`src/rtl/core/iso_date_string_validator_assert.svh`:
```
// Assertion macros for the date validator.
// Each use is one labeled concurrent assertion on the block clock, muted in reset.
`ifndef ISO_DATE_STRING_VALIDATOR_ASSERT_SVH
`define ISO_DATE_STRING_VALIDATOR_ASSERT_SVH

// Condition must hold at every edge outside reset.
`define IDV_ASSERT_NOW(name, clk, rst, cond, msg) \
  name: assert property (@(posedge clk) disable iff (rst) (cond)) \
    else $error(msg);

// Trigger in one cycle implies the outcome in the next.
`define IDV_ASSERT_NEXT(name, clk, rst, trig, outcome, msg) \
  name: assert property (@(posedge clk) disable iff (rst) (trig) |=> (outcome)) \
    else $error(msg);

`endif

```
`src/rtl/core/idv_pkg.sv`:
```
`default_nettype none

package idv_pkg;

  // Input beat: one character of the date string
  typedef struct packed {
    logic [7:0] ch;
    logic       last;
  } item_t;

  // Result beat
  typedef struct packed {
    logic        valid_res;
    logic [13:0] year;
    logic [6:0]  month;
    logic [6:0]  day;
  } result_t;

  // Parsed record of one finished string, waiting for the range check
  typedef struct packed {
    logic        fmt_ok;
    logic [13:0] year;
    logic [6:0]  month;
    logic [6:0]  day;
  } fin_t;

  localparam logic [3:0]  POS_SAT   = 4'd11;
  localparam logic [3:0]  DATE_LEN  = 4'd10;
  localparam logic [3:0]  POS_DASH1 = 4'd4;
  localparam logic [3:0]  POS_DASH2 = 4'd7;
  localparam logic [7:0]  CH_DASH   = 8'h2D;
  localparam logic [7:0]  CH_ZERO   = 8'h30;
  localparam logic [7:0]  CH_NINE   = 8'h39;
  localparam logic [13:0] YEAR_MIN  = 14'd2000;
  localparam logic [13:0] YEAR_MAX  = 14'd2100;
  // The one century year in range that is not a leap year
  localparam logic [13:0] YEAR_CENT = 14'd2100;
  localparam logic [6:0]  MONTH_MAX = 7'd12;

  // Field stop flags
  localparam int FLD_YEAR  = 0;
  localparam int FLD_MONTH = 1;
  localparam int FLD_DAY   = 2;

  // Days in a month 1..12; zero for anything else
  function automatic logic [4:0] days_in_month(input logic [3:0] m, input logic leap);
    logic [4:0] d;
    case (m)
      4'd1, 4'd3, 4'd5, 4'd7, 4'd8, 4'd10, 4'd12: d = 5'd31;
      4'd4, 4'd6, 4'd9, 4'd11:                   d = 5'd30;
      4'd2:                                      d = leap ? 5'd29 : 5'd28;
      default:                                   d = 5'd0;
    endcase
    return d;
  endfunction

endpackage

`default_nettype wire

```
`src/rtl/core/idv_parse.sv`:
```
`default_nettype none

module idv_parse (
  input  wire logic          clk,
  input  wire logic          rst,
  input  wire logic          accept,
  input  wire idv_pkg::item_t item,
  input  wire logic          fin_take,
  output logic               fin_valid,
  output idv_pkg::fin_t      fin
);

  logic [3:0]  pos;
  logic [13:0] year_acc;
  logic [6:0]  month_acc;
  logic [6:0]  day_acc;
  logic [2:0]  stopped;
  logic        dash_err;

  logic [3:0]  pos_next;
  logic [13:0] year_acc_next;
  logic [6:0]  month_acc_next;
  logic [6:0]  day_acc_next;
  logic [2:0]  stopped_next;
  logic        dash_err_next;
  logic        is_digit;
  logic [3:0]  dval;
  logic        fmt_ok;

  // Fold one character into the field its position selects
  always_comb begin
    year_acc_next  = year_acc;
    month_acc_next = month_acc;
    day_acc_next   = day_acc;
    stopped_next   = stopped;
    dash_err_next  = dash_err;
    is_digit       = (item.ch >= idv_pkg::CH_ZERO) && (item.ch <= idv_pkg::CH_NINE);
    dval           = 4'(item.ch - idv_pkg::CH_ZERO);

    case (pos) inside
      [4'd0:4'd3]: begin
        if (!stopped[idv_pkg::FLD_YEAR]) begin
          if (is_digit) year_acc_next = 14'(year_acc * 14'd10 + 14'(dval));
          else stopped_next[idv_pkg::FLD_YEAR] = 1'b1;
        end
      end
      idv_pkg::POS_DASH1, idv_pkg::POS_DASH2: begin
        if (item.ch != idv_pkg::CH_DASH) dash_err_next = 1'b1;
      end
      [4'd5:4'd6]: begin
        if (!stopped[idv_pkg::FLD_MONTH]) begin
          if (is_digit) month_acc_next = 7'(month_acc * 7'd10 + 7'(dval));
          else stopped_next[idv_pkg::FLD_MONTH] = 1'b1;
        end
      end
      [4'd8:4'd9]: begin
        if (!stopped[idv_pkg::FLD_DAY]) begin
          if (is_digit) day_acc_next = 7'(day_acc * 7'd10 + 7'(dval));
          else stopped_next[idv_pkg::FLD_DAY] = 1'b1;
        end
      end
      default: begin
      end
    endcase

    pos_next = (pos < idv_pkg::POS_SAT) ? 4'(pos + 4'd1) : pos;
    fmt_ok   = (pos_next == idv_pkg::DATE_LEN) && !dash_err_next;
  end

  // Advance the string state; clear it after the final character
  always_ff @(posedge clk) begin
    if (rst) begin
      pos       <= '0;
      year_acc  <= '0;
      month_acc <= '0;
      day_acc   <= '0;
      stopped   <= '0;
      dash_err  <= 1'b0;
      fin_valid <= 1'b0;
    end else begin
      // A new record wins over the drain of the old one
      if (accept && item.last) fin_valid <= 1'b1;
      else if (fin_take) fin_valid <= 1'b0;
      if (accept) begin
        if (item.last) begin
          pos       <= '0;
          year_acc  <= '0;
          month_acc <= '0;
          day_acc   <= '0;
          stopped   <= '0;
          dash_err  <= 1'b0;
        end else begin
          pos       <= pos_next;
          year_acc  <= year_acc_next;
          month_acc <= month_acc_next;
          day_acc   <= day_acc_next;
          stopped   <= stopped_next;
          dash_err  <= dash_err_next;
        end
      end
    end
  end

  // Capture the parsed record; a bad length or dash zeroes the fields
  always_ff @(posedge clk) begin
    if (accept && item.last) begin
      fin.fmt_ok <= fmt_ok;
      fin.year   <= fmt_ok ? year_acc_next  : '0;
      fin.month  <= fmt_ok ? month_acc_next : '0;
      fin.day    <= fmt_ok ? day_acc_next   : '0;
    end
  end

endmodule

`default_nettype wire

```
`src/rtl/core/idv_check.sv`:
```
`default_nettype none

module idv_check (
  input  wire logic           clk,
  input  wire logic           rst,
  input  wire logic           fin_valid,
  input  wire idv_pkg::fin_t  fin,
  output logic                fin_take,
  output logic                result_valid,
  input  wire logic           result_stall,
  output idv_pkg::result_t    result
);

  logic       leap;
  logic [4:0] dim;
  logic       year_ok;
  logic       month_ok;
  logic       day_ok;
  logic       date_ok;

  // Range and day-of-month check; leap rule only needs to hold for 2000..2100
  always_comb begin
    year_ok  = (fin.year >= idv_pkg::YEAR_MIN) && (fin.year <= idv_pkg::YEAR_MAX);
    month_ok = (fin.month != 7'd0) && (fin.month <= idv_pkg::MONTH_MAX);
    leap     = (fin.year[1:0] == 2'b00) && (fin.year != idv_pkg::YEAR_CENT);
    dim      = idv_pkg::days_in_month(fin.month[3:0], leap);
    day_ok   = (fin.day != 7'd0) && (fin.day <= {2'b00, dim});
    date_ok  = fin.fmt_ok && year_ok && month_ok && day_ok;
  end

  // Output register moves when empty or when its beat is taken
  assign fin_take = !result_valid || !result_stall;

  always_ff @(posedge clk) begin
    if (rst) begin
      result_valid <= 1'b0;
    end else if (fin_take) begin
      result_valid <= fin_valid;
    end
  end

  // Hold payload while stalled
  always_ff @(posedge clk) begin
    if (fin_take && fin_valid) begin
      result.valid_res <= date_ok;
      result.year      <= fin.year;
      result.month     <= fin.month;
      result.day       <= fin.day;
    end
  end

endmodule

`default_nettype wire

```
`src/rtl/core/iso_date_string_validator.sv`:
```
// Streaming YYYY-MM-DD validator. Characters arrive one per beat, the final one
// flagged by last; the block takes one character every cycle while item_stall is
// low, with no gaps between strings. Each string gives one result beat: once its
// final character is taken, the parse stage's record slot holds the finished
// record, then the range check feeds the output register. item_stall rises only
// when both the record slot and the output register are full and the output is
// stalled. A result is valid when the string is exactly 10 characters, has dashes
// at offsets 4 and 7, and holds a year 2000..2100, a month 1..12 and a day within
// that month (Gregorian leap years). Wrong length or a missing dash reports zero
// year, month and day; a non-digit inside a field ends that field's value.
`default_nettype none

module iso_date_string_validator (
  input  wire logic             clk,
  input  wire logic             rst,
  input  wire logic             item_valid,
  output logic                  item_stall,
  input  wire idv_pkg::item_t   item,
  output logic                  result_valid,
  input  wire logic             result_stall,
  output idv_pkg::result_t      result
);

  logic          accept;
  logic          fin_valid;
  logic          fin_take;
  idv_pkg::fin_t fin;

  // Stall only when the record slot is full and cannot drain
  assign item_stall = fin_valid && !fin_take;
  assign accept     = item_valid && !item_stall;

  idv_parse u_parse (
    .clk      (clk),
    .rst      (rst),
    .accept   (accept),
    .item     (item),
    .fin_take (fin_take),
    .fin_valid(fin_valid),
    .fin      (fin)
  );

  idv_check u_check (
    .clk         (clk),
    .rst         (rst),
    .fin_valid   (fin_valid),
    .fin         (fin),
    .fin_take    (fin_take),
    .result_valid(result_valid),
    .result_stall(result_stall),
    .result      (result)
  );

`include "iso_date_string_validator_assert.svh"

  // A final character always leaves a record behind
  `IDV_ASSERT_NEXT(a_last_makes_record, clk, rst, accept && item.last, fin_valid, "record lost")
  // A record that cannot drain holds
  `IDV_ASSERT_NEXT(a_record_holds, clk, rst, fin_valid && !fin_take, fin_valid && $stable(fin), "record dropped")
  // A valid date reports in-range fields
  `IDV_ASSERT_NOW(a_valid_ranges, clk, rst, !(result_valid && result.valid_res) || (result.year >= idv_pkg::YEAR_MIN && result.year <= idv_pkg::YEAR_MAX && result.month != 7'd0 && result.month <= idv_pkg::MONTH_MAX && result.day != 7'd0 && result.day <= 7'd31), "valid date out of range")

endmodule

`default_nettype wire
```
`config.mk`:
```
export PLATFORM = sky130hd
export DESIGN_NAME = iso_date_string_validator
export DESIGN_NICKNAME = d
export VERILOG_FILES = /design/src/rtl/core/idv_pkg.sv /design/src/rtl/core/idv_parse.sv /design/src/rtl/core/idv_check.sv /design/src/rtl/core/iso_date_string_validator.sv
export VERILOG_INCLUDE_DIRS = /design/src /design/src/rtl/core
export SDC_FILE = /design/constraint.sdc
export NUM_CORES = 1
export LEC_CHECK = 0
export BUFFER_PORTS_ARGS = -buffer_cell sky130_fd_sc_hd__buf_2
export CORE_ASPECT_RATIO = 0.9
export CORE_UTILIZATION = 50
export CTS_CLUSTER_SIZE = 24
export DETAILED_ROUTE_END_ITERATION = 8
export GPL_TIMING_DRIVEN = 0
export PLACE_DENSITY = 0.71
export SYNTH_ARGS = -nofsm -noshare
export SYNTH_HDL_FRONTEND = slang
export SYNTH_SLANG_ARGS = --single-unit
export TNS_END_PERCENT = 100
```
`constraint.sdc`:
```
create_clock -name clk -period 9.06 [get_ports clk]
set_clock_uncertainty 0.2 [all_clocks]
set_input_delay 1.359 -clock clk [delete_from_list [all_inputs] [get_ports clk]]
set_output_delay 1.359 -clock clk [all_outputs]
set_load 0.005 [all_outputs]
```
==> flow_summary.json <==
{
  "dr.pass1.iters": 9,
  "diodes": 0,
  "syn_area_mm2": 0.00539,
  "insertion_delay_ps": 340,
  "drv_cap": 0,
  "reg2reg_slack_ps": 5920,
  "multi_input_area_mm2": 0.00277,
  "endpoint_kind": "output port",
  "cts.sinks": 96,
  "finalMaxSlewViolations": 0,
  "wl_um": 11600,
  "cts_resized": 0,
  "rsz0062_at_grt": "no",
  "nets": 631,
  "seq_area_mm2": 0.00250,
  "drc": 7,
  "wire_per_inst_um": 16.5,
  "hold_class": "reg2reg",
  "dr_total_vias": 4102,
  "grt_max_degree": 33,
  "io_buffer_count": 42,
  "synth_top_area_share": 0.323,
  "initial_utilization": 0.519,
  "die_x_um": 111,
  "syn_to_final_growth_pct": 12.7,
  "path_class": "in2out",
  "pwr_density_cell_mw_per_mm2": 146,
  "crit_arrival_ps": 1890,
  "tightest_slew_ps": 703,
  "cp_cell_sequence": "buf_2 > nand3_1 > inv_1 > buf_2",
  "cts.clk_slew.worst_paths_ps": 70,
  "finalPower_uw": 885,
  "synth_edf_count": 58,
  "dp.cells": 686,
  "yosysSeqAreaShare": 0.464,
  "place_congestion": 0.854,
  "drt_iter0_markers": 363,
  "grt_pass1_vias": 4007,
  "dpl-instance-area_mm2": 0.00578,
  "relSlewSlack": 0.532,
  "final_area_mm2": 0.00607,
  "die_h_um": 101,
  "min_period_ps": 3450,
  "synth.distinct_cells": 61,
  "num-fill-cells": 863,
  "avgSynthCellArea_um2": 10.5,
  "final_layout_size_suffix_gt1_frac": 0.147,
  "avgViaCountPerCell": 5.84,
  "yosys.area.top_type": "edfxtp_1",
  "grt_usage": 0.220,
  "critical_path.startpoint_type": "primary input",
  "ys_warn_count": 0,
  "synth.area.top_cells": "edfxtp_1, dfxtp_1, ha_1, nor2_1, xnor2_1",
  "antenna_found_initial": 0,
  "die_area_mm2": 0.0112,
  "rows": 35,
  "fmax_mhz": 290,
  "clockRootBuffer": "clkbuf_16",
  "ys.flop_type": "edfxtp_1",
  "grt_pass1_wl_um": 19400,
  "ctsHoldBuffers": 0,
  "numCtsBuffers": 9,
  "hold_viol_final": 0,
  "cts_tree": "built",
  "clock_path_buffers": 2,
  "synth_cells": 514,
  "yosys_register_bits": 96,
  "violations": "DRC",
  "cp_data_required_time_ps": 7500,
  "ir_drop_mv": 0.0969,
  "cp_slowest_cell": "nand3_1",
  "critPathMaxFanout": 4,
  "htree_levels": 3,
  "crit_top_cell": "buf_2",
  "post_cts_buffers": 0,
  "num_io_pins": 44,
  "status": "finished, violations left",
  "ant_nets": 0,
  "cp_slowest_stage_delay_ps": 160,
  "synthesis.nets": 577,
  "post-route-period-util": 0.380,
  "power_leakage_nw": 2.34,
  "postSynth.asyncResetShare": 0,
  "setup_tns_ps": 0,
  "overflow": 0,
  "coreArea_mm2": 0.0104,
  "dp_hpwl_um": 8690,
  "instances_no_fill": 702,
  "setup_viol": 0
}
-- metal layers --
metal / up-vias / part of all wire / GRT usage
met2: 117 / 0.45 / 0.363
met3: 12 / 0.053 / 0.0397
met4: 0 / 0.011 / 0.0613
met5: - / 0 / 0
li1: 2017 / - / -
met1: 1956 / 0.48 / 0.299
-- synth_stat cells (all sizes together) (5+ instances only) --
cell and number:
a211oi 6, a21o 7, a21oi 28, a22oi 15, a32oi 6, clkbuf 12, dfxtp 38, edfxtp 58
fa 6, ha 44, inv 15, mux2i 7, nand2 38, nand3 13, nor2 65, nor2b 10
nor3 17, nor4 6, o211ai 5, o21a 7, o21ai 19, o31ai 6, or3 6, xnor2 21
xor2 7
-- metrics by stage --
| stage | util | worst slack, ps | hold WS, ps |
|---|---|---|---|
| 3_5_place_dp | 0.557 | 5140 | 244 |
| 3_3_place_gp | 0.555 | 4210 | 223 |
| 5_1_grt | 0.585 | 5560 | 268 |
| 4_1_cts | 0.585 | 5470 | 259 |
| 2_1_floorplan | - | 4880 | 217 |
| 6_report | 0.585 | 5610 | 253 |
-- state kept, by name, indices dropped and copies added (netlist names) --
signal and count:
u_parse.fin 29, u_parse.dash_err 1, u_parse.month_acc 7, u_parse.stopped 3
u_parse.fin_valid 1, u_parse.pos 4, u_parse.year_acc 14, u_parse.day_acc 7
u_check.result 29, u_check.result_valid 1
-- final cells by class --
class,instances,share of cell area
Sequential cell,96,0.412
Multi-Input combinational cell,387,0.456
Tap cell,129,0.0266
Clock buffer,9,0.0371
Inverter,15,0.00927
Buffer,16,0.0107
Timing Repair Buffer,43,0.0371
Clock inverter,7,0.0109
-- kinds of logic after synthesis --
group                    count (synthesis)  share of synthesized area
AO/OA/AOI/OAI                          119                      0.153
multiplexers                             7                     0.0130
adder cells (fa/ha/maj)                 50                      0.124
XOR/XNOR                                28                     0.0469
AND/OR/NAND/NOR                        183                      0.176
buffers and inverters                   31                     0.0225
flip-flops                              96                      0.464
-- report_power, final --
| group | internal [mW] | switching (mW) |
|---|---|---|
| sequential | 0.470 | 0.00477 |
| clock | 0.193 | 0.177 |
| combinational | 0.0135 | 0.0284 |
-- worst max-delay path: cells and delay by family --
family	cells	cell delay [ps]
buffers and inverters	3	360
and+or+nand+nor	1	160
-- layout by cell type, fill, tap and decap left out, types with 6 or more instances in the layout --
cell,n
nand2_1,38
o21ai_0,12
mux2i_1,7
a21oi_1,28
nand3_1,12
nor2b_1,10
dfxtp_1,38
a21o_1,7
nor2_1,64
inv_1,14
a32oi_1,6
nor3_2,6
nor3_1,11
clkbuf_1,12
buf_2,46
ha_1,44
xor2_1,6
a22oi_1,15
fa_1,6
o21ai_1,7
xnor2_1,21
edfxtp_1,58
or3_1,6
clkbuf_16,9
o21a_1,7
-- worst paths after layout --
kind                              end  cells after the start                 from
hold / removal     u_check.result[11]                      0      u_parse.fin[11]
setup reg to reg  u_parse.year_acc[9]                      9  u_parse.year_acc[1]
hold reg to reg    u_check.result[11]                      0      u_parse.fin[11]
setup / recovery           item_stall                      4         result_stall
(Power assumes the default switching activity.)
